### src/rtl/core/ssort_pkg.sv
// ----------------------------------------------------------------------------
// ssort_pkg: shared types and constants of the Shell sort engine
// Command and status bundles between the controller and the datapath, and
// the fixed data width and reciprocal constants for the divide by three.
// ----------------------------------------------------------------------------
package ssort_pkg;

	localparam int DATA_W = 32;

	// Divide by three as a multiply by 171 and a shift by 9. This is exact for
	// every gap value that the Knuth sequence reaches with up to 64 entries.
	localparam int DIV3_MUL   = 171;
	localparam int DIV3_SHIFT = 9;

	typedef struct packed {
		logic knuth;        // gap sequence in force
		logic load_wr;      // accepted input beat
		logic cnt_clr;      // set fully emitted
		logic h_init;
		logic h_grow;
		logic gap_first;
		logic gap_next;
		logic start_clr;
		logic start_inc;
		logic pos_init;
		logic pos_adv;
		logic rd_pos;
		logic slot_init;
		logic held_ld;
		logic rd_slot_gap;
		logic wr_shift;
		logic wr_held;
		logic k_clr;
		logic k_inc;
		logic rd_k;
		logic out_ld;
	} ssort_cmd_t;

	typedef struct packed {
		logic gap_zero;
		logic start_eq_gap;
		logic pos_ge_n;
		logic slot_ge_gap;
		logic greater;
		logic h_lt_n;
		logic k_last;
	} ssort_status_t;

endpackage

### src/rtl/core/ssort_ram.sv
// ----------------------------------------------------------------------------
// ssort_ram: generic simple dual-port RAM
// One write port and one read port; the read data is registered.
// ----------------------------------------------------------------------------
module ssort_ram #(
	parameter int WIDTH = 32,
	parameter int DEPTH = 64
) (
	input  logic                     clk,
	input  logic                     wr_en,
	input  logic [$clog2(DEPTH)-1:0] wr_addr,
	input  logic [WIDTH-1:0]         wr_data,
	input  logic [$clog2(DEPTH)-1:0] rd_addr,
	output logic [WIDTH-1:0]         rd_data
);

	logic [WIDTH-1:0] mem_q [DEPTH];

	always_ff @(posedge clk) begin
		if (wr_en) begin
			mem_q[wr_addr] <= wr_data;
		end
		rd_data <= mem_q[rd_addr];
	end

endmodule

### src/rtl/core/ssort_dp.sv
// ----------------------------------------------------------------------------
// ssort_dp: datapath of the Shell sort engine
// Holds the value store, the index registers of the gapped insertion passes,
// the held value, the comparator and the output register.
// ----------------------------------------------------------------------------
module ssort_dp #(
	parameter int MAX_ITEMS = 64
) (
	input  logic                                 clk,
	input  logic                                 arst_n,
	input  ssort_pkg::ssort_cmd_t                cmd,
	output ssort_pkg::ssort_status_t             status,
	input  logic signed [ssort_pkg::DATA_W-1:0]  sample_value,
	output logic signed [ssort_pkg::DATA_W-1:0]  sorted_value,
	output logic                                 last_out
);

	import ssort_pkg::*;

	localparam int AW = $clog2(MAX_ITEMS);
	localparam int CW = $clog2(MAX_ITEMS + 1);
	// Gap and position values stay below three times the set size plus one.
	localparam int GW = CW + 2;
	localparam int PW = GW + 8;

	function automatic logic [GW-1:0] div3(input logic [GW-1:0] v);
		logic [PW-1:0] p;
		begin
			p = PW'(v) * PW'(DIV3_MUL);
			return GW'(p >> DIV3_SHIFT);
		end
	endfunction

	logic [CW-1:0]     count_q;
	logic [GW-1:0]     h_q;
	logic [GW-1:0]     gap_q;
	logic [GW-1:0]     start_q;
	logic [GW-1:0]     pos_q;
	logic [GW-1:0]     slot_q;
	logic [AW-1:0]     k_q;
	logic [DATA_W-1:0] held_q;
	logic [DATA_W-1:0] out_value_q;
	logic              out_last_q;

	logic              full;
	logic [GW-1:0]     n_ext;
	logic [GW-1:0]     slot_gap;
	logic              wr_en;
	logic [AW-1:0]     wr_addr;
	logic [DATA_W-1:0] wr_data;
	logic [AW-1:0]     rd_addr;
	logic [DATA_W-1:0] rd_data;

	assign full     = (count_q == CW'(MAX_ITEMS));
	assign n_ext    = GW'(count_q);
	assign slot_gap = slot_q - gap_q;

	always_comb begin
		wr_en   = (cmd.load_wr && !full) || cmd.wr_shift || cmd.wr_held;
		wr_addr = cmd.load_wr ? count_q[AW-1:0] : slot_q[AW-1:0];
		if (cmd.load_wr) begin
			wr_data = sample_value;
		end else if (cmd.wr_shift) begin
			wr_data = rd_data;
		end else begin
			wr_data = held_q;
		end
		if (cmd.rd_pos) begin
			rd_addr = pos_q[AW-1:0];
		end else if (cmd.rd_slot_gap) begin
			rd_addr = slot_gap[AW-1:0];
		end else if (cmd.rd_k) begin
			rd_addr = k_q;
		end else begin
			rd_addr = '0;
		end
	end

	ssort_ram #(
		.WIDTH(DATA_W),
		.DEPTH(MAX_ITEMS)
	) u_store (
		.clk    (clk),
		.wr_en  (wr_en),
		.wr_addr(wr_addr),
		.wr_data(wr_data),
		.rd_addr(rd_addr),
		.rd_data(rd_data)
	);

	always_comb begin
		status.gap_zero     = (gap_q == '0);
		status.start_eq_gap = (start_q == gap_q);
		status.pos_ge_n     = (pos_q >= n_ext);
		status.slot_ge_gap  = (slot_q >= gap_q);
		status.greater      = ($signed(rd_data) > $signed(held_q));
		status.h_lt_n       = (h_q < n_ext);
		status.k_last       = ((CW'(k_q) + CW'(1)) == count_q);
	end

	always_ff @(posedge clk or negedge arst_n) begin
		if (!arst_n) begin
			count_q <= '0;
		end else if (cmd.cnt_clr) begin
			count_q <= '0;
		end else if (cmd.load_wr && !full) begin
			count_q <= count_q + CW'(1);
		end
	end

	always_ff @(posedge clk) begin
		if (cmd.h_init) begin
			h_q <= GW'(1);
		end else if (cmd.h_grow) begin
			h_q <= (h_q << 1) + h_q + GW'(1);
		end

		if (cmd.gap_first) begin
			gap_q <= cmd.knuth ? div3(h_q) : GW'(count_q >> 1);
		end else if (cmd.gap_next) begin
			gap_q <= cmd.knuth ? div3(gap_q) : (gap_q >> 1);
		end

		if (cmd.start_clr) begin
			start_q <= '0;
		end else if (cmd.start_inc) begin
			start_q <= start_q + GW'(1);
		end

		if (cmd.pos_init) begin
			pos_q <= start_q + gap_q;
		end else if (cmd.pos_adv) begin
			pos_q <= pos_q + gap_q;
		end

		if (cmd.slot_init) begin
			slot_q <= pos_q;
		end else if (cmd.wr_shift) begin
			slot_q <= slot_gap;
		end

		if (cmd.held_ld) begin
			held_q <= rd_data;
		end

		if (cmd.k_clr) begin
			k_q <= '0;
		end else if (cmd.k_inc) begin
			k_q <= k_q + AW'(1);
		end

		if (cmd.out_ld) begin
			out_value_q <= rd_data;
			out_last_q  <= status.k_last;
		end
	end

	assign sorted_value = out_value_q;
	assign last_out     = out_last_q;

endmodule

### src/rtl/core/ssort_ctrl.sv
// ----------------------------------------------------------------------------
// ssort_ctrl: controller of the Shell sort engine
// Sequences loading, gap selection, the gapped insertion passes and the
// output of the sorted set; holds the gap sequence register.
// ----------------------------------------------------------------------------
module ssort_ctrl (
	input  logic                     clk,
	input  logic                     arst_n,
	input  logic                     in_valid,
	output logic                     in_stall,
	input  logic                     is_last,
	output logic                     out_valid,
	input  logic                     out_stall,
	input  logic                     cfg_we,
	input  logic                     cfg_wdata,
	output ssort_pkg::ssort_cmd_t    cmd,
	input  ssort_pkg::ssort_status_t status
);

	import ssort_pkg::*;

	typedef enum logic [3:0] {
		ST_LOAD,
		ST_SETUP,
		ST_GROW,
		ST_GAP_CHECK,
		ST_START_CHECK,
		ST_POS_CHECK,
		ST_HOLD_WAIT,
		ST_SLOT_CHECK,
		ST_CMP,
		ST_OUT_RD,
		ST_OUT_WAIT,
		ST_OUT_HOLD
	} state_t;

	state_t state_q;
	state_t state_d;
	logic   gap_seq_q;
	logic   out_valid_q;

	always_comb begin
		cmd       = '0;
		cmd.knuth = gap_seq_q;
		state_d   = state_q;
		unique case (state_q)
			ST_LOAD: begin
				if (in_valid) begin
					cmd.load_wr = 1'b1;
					if (is_last) begin
						state_d = ST_SETUP;
					end
				end
			end
			ST_SETUP: begin
				if (gap_seq_q) begin
					cmd.h_init = 1'b1;
					state_d    = ST_GROW;
				end else begin
					cmd.gap_first = 1'b1;
					state_d       = ST_GAP_CHECK;
				end
			end
			ST_GROW: begin
				if (status.h_lt_n) begin
					cmd.h_grow = 1'b1;
				end else begin
					cmd.gap_first = 1'b1;
					state_d       = ST_GAP_CHECK;
				end
			end
			ST_GAP_CHECK: begin
				if (status.gap_zero) begin
					cmd.k_clr = 1'b1;
					state_d   = ST_OUT_RD;
				end else begin
					cmd.start_clr = 1'b1;
					state_d       = ST_START_CHECK;
				end
			end
			ST_START_CHECK: begin
				if (status.start_eq_gap) begin
					cmd.gap_next = 1'b1;
					state_d      = ST_GAP_CHECK;
				end else begin
					cmd.pos_init = 1'b1;
					state_d      = ST_POS_CHECK;
				end
			end
			ST_POS_CHECK: begin
				if (status.pos_ge_n) begin
					cmd.start_inc = 1'b1;
					state_d       = ST_START_CHECK;
				end else begin
					cmd.rd_pos    = 1'b1;
					cmd.slot_init = 1'b1;
					state_d       = ST_HOLD_WAIT;
				end
			end
			ST_HOLD_WAIT: begin
				cmd.held_ld = 1'b1;
				state_d     = ST_SLOT_CHECK;
			end
			ST_SLOT_CHECK: begin
				if (status.slot_ge_gap) begin
					cmd.rd_slot_gap = 1'b1;
					state_d         = ST_CMP;
				end else begin
					cmd.wr_held = 1'b1;
					cmd.pos_adv = 1'b1;
					state_d     = ST_POS_CHECK;
				end
			end
			ST_CMP: begin
				// The neighbor one gap below is now on the read port.
				if (status.greater) begin
					cmd.wr_shift = 1'b1;
					state_d      = ST_SLOT_CHECK;
				end else begin
					cmd.wr_held = 1'b1;
					cmd.pos_adv = 1'b1;
					state_d     = ST_POS_CHECK;
				end
			end
			ST_OUT_RD: begin
				cmd.rd_k = 1'b1;
				state_d  = ST_OUT_WAIT;
			end
			ST_OUT_WAIT: begin
				cmd.out_ld = 1'b1;
				state_d    = ST_OUT_HOLD;
			end
			ST_OUT_HOLD: begin
				if (!out_stall) begin
					if (status.k_last) begin
						cmd.cnt_clr = 1'b1;
						state_d     = ST_LOAD;
					end else begin
						cmd.k_inc = 1'b1;
						state_d   = ST_OUT_RD;
					end
				end
			end
			default: begin
				state_d = ST_LOAD;
			end
		endcase
	end

	always_ff @(posedge clk or negedge arst_n) begin
		if (!arst_n) begin
			state_q     <= ST_LOAD;
			gap_seq_q   <= 1'b0;
			out_valid_q <= 1'b0;
		end else begin
			state_q <= state_d;
			if (cfg_we) begin
				gap_seq_q <= cfg_wdata;
			end
			if (state_q == ST_OUT_WAIT) begin
				out_valid_q <= 1'b1;
			end else if (state_q == ST_OUT_HOLD && !out_stall) begin
				out_valid_q <= 1'b0;
			end
		end
	end

	assign in_stall  = (state_q != ST_LOAD);
	assign out_valid = out_valid_q;

endmodule

### src/rtl/core/shell_sort_engine_core.sv
// Shell sort engine. Values are loaded one beat per cycle into an internal
// store of MAX_ITEMS entries; values beyond that are dropped. The beat marked
// is_last starts an in-place Shell sort with halving gaps or Knuth 3h+1 gaps,
// chosen by the gap sequence bit that cfg_we and cfg_wdata write, after which
// the set comes out in ascending order with last_out on the final value. The
// sort runs on one store port pair: each element of a gapped pass is read
// into the held register, each neighbour one gap below that is greater is
// shifted up one gap, and the held value is written into the slot left.
// Each sorted value is read into the output register and held there while
// out_stall is high. No input is taken from the is_last beat until the last
// sorted value has been taken.
// ----------------------------------------------------------------------------
// shell_sort_engine_core: top level of the Shell sort engine
// Joins the controller and the datapath and carries the design assertions.
// ----------------------------------------------------------------------------
module shell_sort_engine_core #(
	parameter int MAX_ITEMS = 64
) (
	input  logic                                 clk,
	input  logic                                 arst_n,
	input  logic                                 in_valid,
	output logic                                 in_stall,
	input  logic signed [ssort_pkg::DATA_W-1:0]  sample_value,
	input  logic                                 is_last,
	output logic                                 out_valid,
	input  logic                                 out_stall,
	output logic signed [ssort_pkg::DATA_W-1:0]  sorted_value,
	output logic                                 last_out,
	input  logic                                 cfg_we,
	input  logic                                 cfg_wdata
);

	import ssort_pkg::*;

	ssort_cmd_t    cmd;
	ssort_status_t status;

	ssort_ctrl u_ctrl (
		.clk      (clk),
		.arst_n   (arst_n),
		.in_valid (in_valid),
		.in_stall (in_stall),
		.is_last  (is_last),
		.out_valid(out_valid),
		.out_stall(out_stall),
		.cfg_we   (cfg_we),
		.cfg_wdata(cfg_wdata),
		.cmd      (cmd),
		.status   (status)
	);

	ssort_dp #(
		.MAX_ITEMS(MAX_ITEMS)
	) u_dp (
		.clk         (clk),
		.arst_n      (arst_n),
		.cmd         (cmd),
		.status      (status),
		.sample_value(sample_value),
		.sorted_value(sorted_value),
		.last_out    (last_out)
	);

	// Loading and output never overlap.
	assert property (@(posedge clk) disable iff (!arst_n)
		!in_stall |-> !out_valid)
		else $error("output beat shown while loading");

	// Taking the final sorted beat reopens the input in the next cycle.
	assert property (@(posedge clk) disable iff (!arst_n)
		(out_valid && !out_stall && last_out) |=> !in_stall)
		else $error("input not reopened after final beat");

	// At most one source writes the store in any cycle.
	assert property (@(posedge clk) disable iff (!arst_n)
		$onehot0({cmd.load_wr, cmd.wr_shift, cmd.wr_held}))
		else $error("conflicting store writes");

	// A beat taken that is not the last one does not reopen the input.
	assert property (@(posedge clk) disable iff (!arst_n)
		(out_valid && !out_stall && !last_out) |=> in_stall)
		else $error("input reopened in the middle of a sorted run");

endmodule

### config.mk
export PLATFORM = sky130hd
export DESIGN_NAME = shell_sort_engine_core
export DESIGN_NICKNAME = d
export VERILOG_FILES = /design/src/rtl/core/ssort_pkg.sv /design/src/rtl/core/ssort_ram.sv /design/src/rtl/core/ssort_dp.sv /design/src/rtl/core/ssort_ctrl.sv /design/src/rtl/core/shell_sort_engine_core.sv
export SDC_FILE = /design/constraint.sdc
export NUM_CORES = 2
export LEC_CHECK = 0
export ABC_AREA = 1
export BUFFER_PORTS_ARGS = -buffer_cell sky130_fd_sc_hd__buf_2
export CORE_MARGIN = 2
export CORE_UTILIZATION = 36
export CTS_CLUSTER_SIZE = 12
export DETAILED_ROUTE_END_ITERATION = 6
export RECOVER_POWER = 100
export SLEW_MARGIN = 5
export SYNTH_ARGS = -nofsm -noshare
export SYNTH_HDL_FRONTEND = slang
export SYNTH_SLANG_ARGS = --single-unit
### constraint.sdc
create_clock -name clk -period 6.01 [get_ports clk]
set_input_delay 1.202 -clock clk [delete_from_list [all_inputs] [get_ports clk]]
set_output_delay 1.202 -clock clk [all_outputs]
set_load 0.05 [all_outputs]
==> results.tsv <==
stage	metric	value	unit
sta	Setup TNS	0	ns
final_layout	synthesis-to-layout area growth	11.8	%
floorplanning	Ports	74	
drt	TritonRoute pass-1 iters	6	
synth	synth warn	0	
power_and_ir_drop	combinational power share	0.348	
power_and_ir_drop	Pwr Density	458	nW/um^2
clocking	Worst-path clk slew	0.06	ns
sta	Final setup viols	0	
critical_path	critical path capture point type	flop	
synth	top-count cell post-synth	nand3_1	
drt	DRT antenna net count	0	
floorplanning	Die Span Y	535	um
drt	Vias/cell	5.33	
outcome	violated checks	max-capacitance violations, max-slew violations	
critical_path	CP Launch Type	flop	
clocking	CTS Hold Buffers Added	0	
power_and_ir_drop	Seq pwr share	0.388	
final_layout	fin cells	13302	
synth	register area share after synthesis	0.646	
drt	drt total wl	298000	um
power_and_ir_drop	Switch Pwr	19700	uW
clocking	Longest Clk Path Bufs	3	
synth	synth unique cells	49	
placement	count of input and output buffers	73	
sta	RSZ-0062 raised after global routing	no	
run	Max Cap Viol	30	
floorplanning	Initial Utilization	0.361	
drt	drt drc	0	
clocking	CTS-repair resized insts	0	
synth	number of synthesized flops with an enable pin	2139	
synth	top_reg_cell synth	edfxtp_1	
critical_path	Setup CP Type	flop to flop	
drt	initial DRC count	8009	
placement	Placed Cells	12885	
placement	gp weighted congestion	0.849	
drt	DR WL/cell	22.4	um
floorplanning	Die W	535	um
worst_hold_path	Hold Path Class	flop to flop	
sta	final worst-path cycle share	0.931	
synth	top cells by count, synth	nand3_1, edfxtp_1, nand2_1	
clocking	CTS Sinks	2208	
sta	clk_skew	0.0585	ns
sta	max-slew violations	978	
synth	Synth Instances	9394	
clocking	worst-skew pair later-pin latency	0.90	ns
sta	slew margin rel.	-1.03	
power_and_ir_drop	static leakage	0.0448	uW
power_and_ir_drop	clock share of power	0.263	
power_and_ir_drop	P_int	32400	uW
clocking	CTS H-Tree Depth	4	
grt	vias in the first global route	67778	
sta	measured slew at the worst slew-check pin	3.04	ns
synth	ys async rst share	0.00589	
final_layout	layout cells sized above 1	0.0679	
critical_path	CP Data Required Time	6.42	ns
sta	fmax	179	MHz
placement	Post-DP HPWL	167000	um
grt	first-pass GRT wire length	440000	um
power_and_ir_drop	switching share of power	0.378	
outcome	status	finished with violations	
floorplanning	die area	287000	sq um
floorplanning	area of the core	282000	sq um
grt	largest net degree at the start of global routing	156	
clocking	Setup Fix Bufs, Post-CTS	0	
synth	Mapped Nets	9623	
synth	synthesized area	102000	sq um
final_layout	# nets final	9601	
clocking	number of CTS-inserted buffers	228	
synth	FF+latch count, synth	2208	
critical_path	peak fanout along the critical path	64	
grt	total grt overflow	0	
critical_path	setup slack, reg-to-reg	0.41	ns
drt	via count	70886	
clocking	CTS tree	built	
sta	Final min period	5.60	ns
power_and_ir_drop	worst IR drop on VDD	0.674	mV
floorplanning	Rows	195	
synth	post-synth top area cell	edfxtp_1	
critical_path	Worst EP arrival	6.01	ns
clocking	Clock Tree Root	clkbuf_16	
synth	Yosys top cell area share	0.632	
grt	initial antenna violation count	11	
synth	Synth area leaders	edfxtp_1, nand3_1, nand3b_1	
grt	Total GRT Usage	0.202	
sta	Fin. Hold Viols	0	
synth	Avg Cell Area, Syn	10.8	sq um
==> worst max-delay path, cell delays in order, from the launching register on <==
cell and delay, ns:
dfxtp_1 0.86, ha_1 0.28, nand2_1 0.09, nor4_1 0.64, nand2_1 0.13, nand2_1 0.12, nand2_1 0.12, nand3_1 0.11
nand4_1 0.56, clkbuf_1 0.51, nand2_1 0.14, nand2_1 0.09, o21ai_4 0.18, clkbuf_2 1.15
==> final cells by class <==
cell class	instances	area (sq um)
multi-input cells	5160	28200
flip-flops and latches	2208	65700
inverters	1447	5450
well taps	3743	4680
fillers	26616	168000
diodes	2	5.00
repair buffers	327	2550
clock buffers	319	6270
clock inverters	96	878
==> through the flow <==
stage	total power [uW]	setup slack [ns]	instance area (sq um)	util	hold WS (ns)
6_report	52000	0.413	114000	0.404	0.474
5_1_grt	54800	0.273	114000	0.404	0.509
4_1_cts	52200	0.857	114000	0.406	0.223
3_5_place_dp	38500	0.832	107000	0.381	0.460
3_3_place_gp	38300	0.950	107000	0.381	0.458
2_1_floorplan	32100	0.730	102000	-	0.443
==> registers in the layout, summed over array words and instances, names as in the netlist <==
name,flops
u_ctrl.gap_seq_q,1
u_ctrl.out_valid,1
u_ctrl.state_q,4
u_dp.count_q,7
u_dp.gap_q,8
u_dp.h_q,9
u_dp.held_q,32
u_dp.k_q,6
u_dp.last_out,1
u_dp.pos_q,9
u_dp.slot_q,9
u_dp.sorted_value,32
u_dp.start_q,9
u_dp.u_store.mem_q,2048
u_dp.u_store.rd_data,32
==> kinds of logic (layout without fill, tap and decap cells) <==
group	count (synthesis)	count (layout)	synth area share
AOI/OAI and AO/OA	249	249	0.0136
other	0	2	0
buffers and inverters	2026	2189	0.0818
DFF	2208	2208	0.646
xor gates and xnor gates	31	31	0.00267
adders and majority gates	190	190	0.0256
and+or+nand+nor	4690	4690	0.230
==> power groups by stage <==
stage	sequential, uW	clock, uW	combinational (uW)
after floorplan	20400	0	11700
after global placement	20400	0	17900
after detailed placement	20400	0	18100
after CTS	20100	13900	18200
after global routing	20300	14400	20100
final	20200	13700	18100
==> worst paths after layout <==
path,start,endpoint,depth (start not counted)
worst max-delay path,u_dp.u_store.rd_data[15]$_DFF_P_,u_dp.u_store.mem_q[5][26]$_DFFE_PP_,13
worst min-delay path,u_dp.start_q[7]$_SDFFE_PP0P_,u_dp.start_q[7]$_SDFFE_PP0P_,1
worst max register to register,u_dp.u_store.rd_data[15]$_DFF_P_,u_dp.u_store.mem_q[5][26]$_DFFE_PP_,13
worst min register to register,u_dp.start_q[7]$_SDFFE_PP0P_,u_dp.start_q[7]$_SDFFE_PP0P_,1
max in group asynchronous,arst_n,u_dp.count_q[1]$_DFFE_PN0P_,1
min in group asynchronous,arst_n,u_dp.count_q[0]$_DFFE_PN0P_,1
==> metal layers <==
| metal | part of all wire | track usage | vias to the layer above |
|---|---|---|---|
| met5 | 0.00017 | 0 | - |
| met2 | 0.46 | 0.319 | 3162 |
| met1 | 0.43 | 0.287 | 35134 |
| met3 | 0.089 | 0.0353 | 462 |
| met4 | 0.024 | 0.0537 | 8 |
| li1 | - | - | 32120 |
==> layout by cell type (no fill, tap or decap), drive strengths merged, types with 3 or more instances in the layout <==
| cell | count |
|---|---|
| o221ai | 5 |
| nand3b | 770 |
| a21oi | 84 |
| dfrtp | 13 |
| xnor2 | 7 |
| o2111ai | 4 |
| buf | 197 |
| nor4 | 6 |
| or2 | 3 |
| a21o | 3 |
| a31oi | 7 |
| nor2 | 179 |
| ha | 160 |
| nand3 | 2218 |
| fa | 30 |
| o21bai | 4 |
| o31ai | 4 |
| a221oi | 3 |
| o21ai | 115 |
| inv | 1447 |
| clkbuf | 449 |
| nand2 | 1483 |
| clkinv | 85 |
| nand4 | 17 |
| a211oi | 8 |
| edfxtp | 2139 |
| nor3 | 10 |
| bufinv | 9 |
| o211ai | 3 |
| dfxtp | 56 |
| xor2 | 24 |
| o22ai | 3 |
No activity file was read; power rests on OpenSTA's default activity.
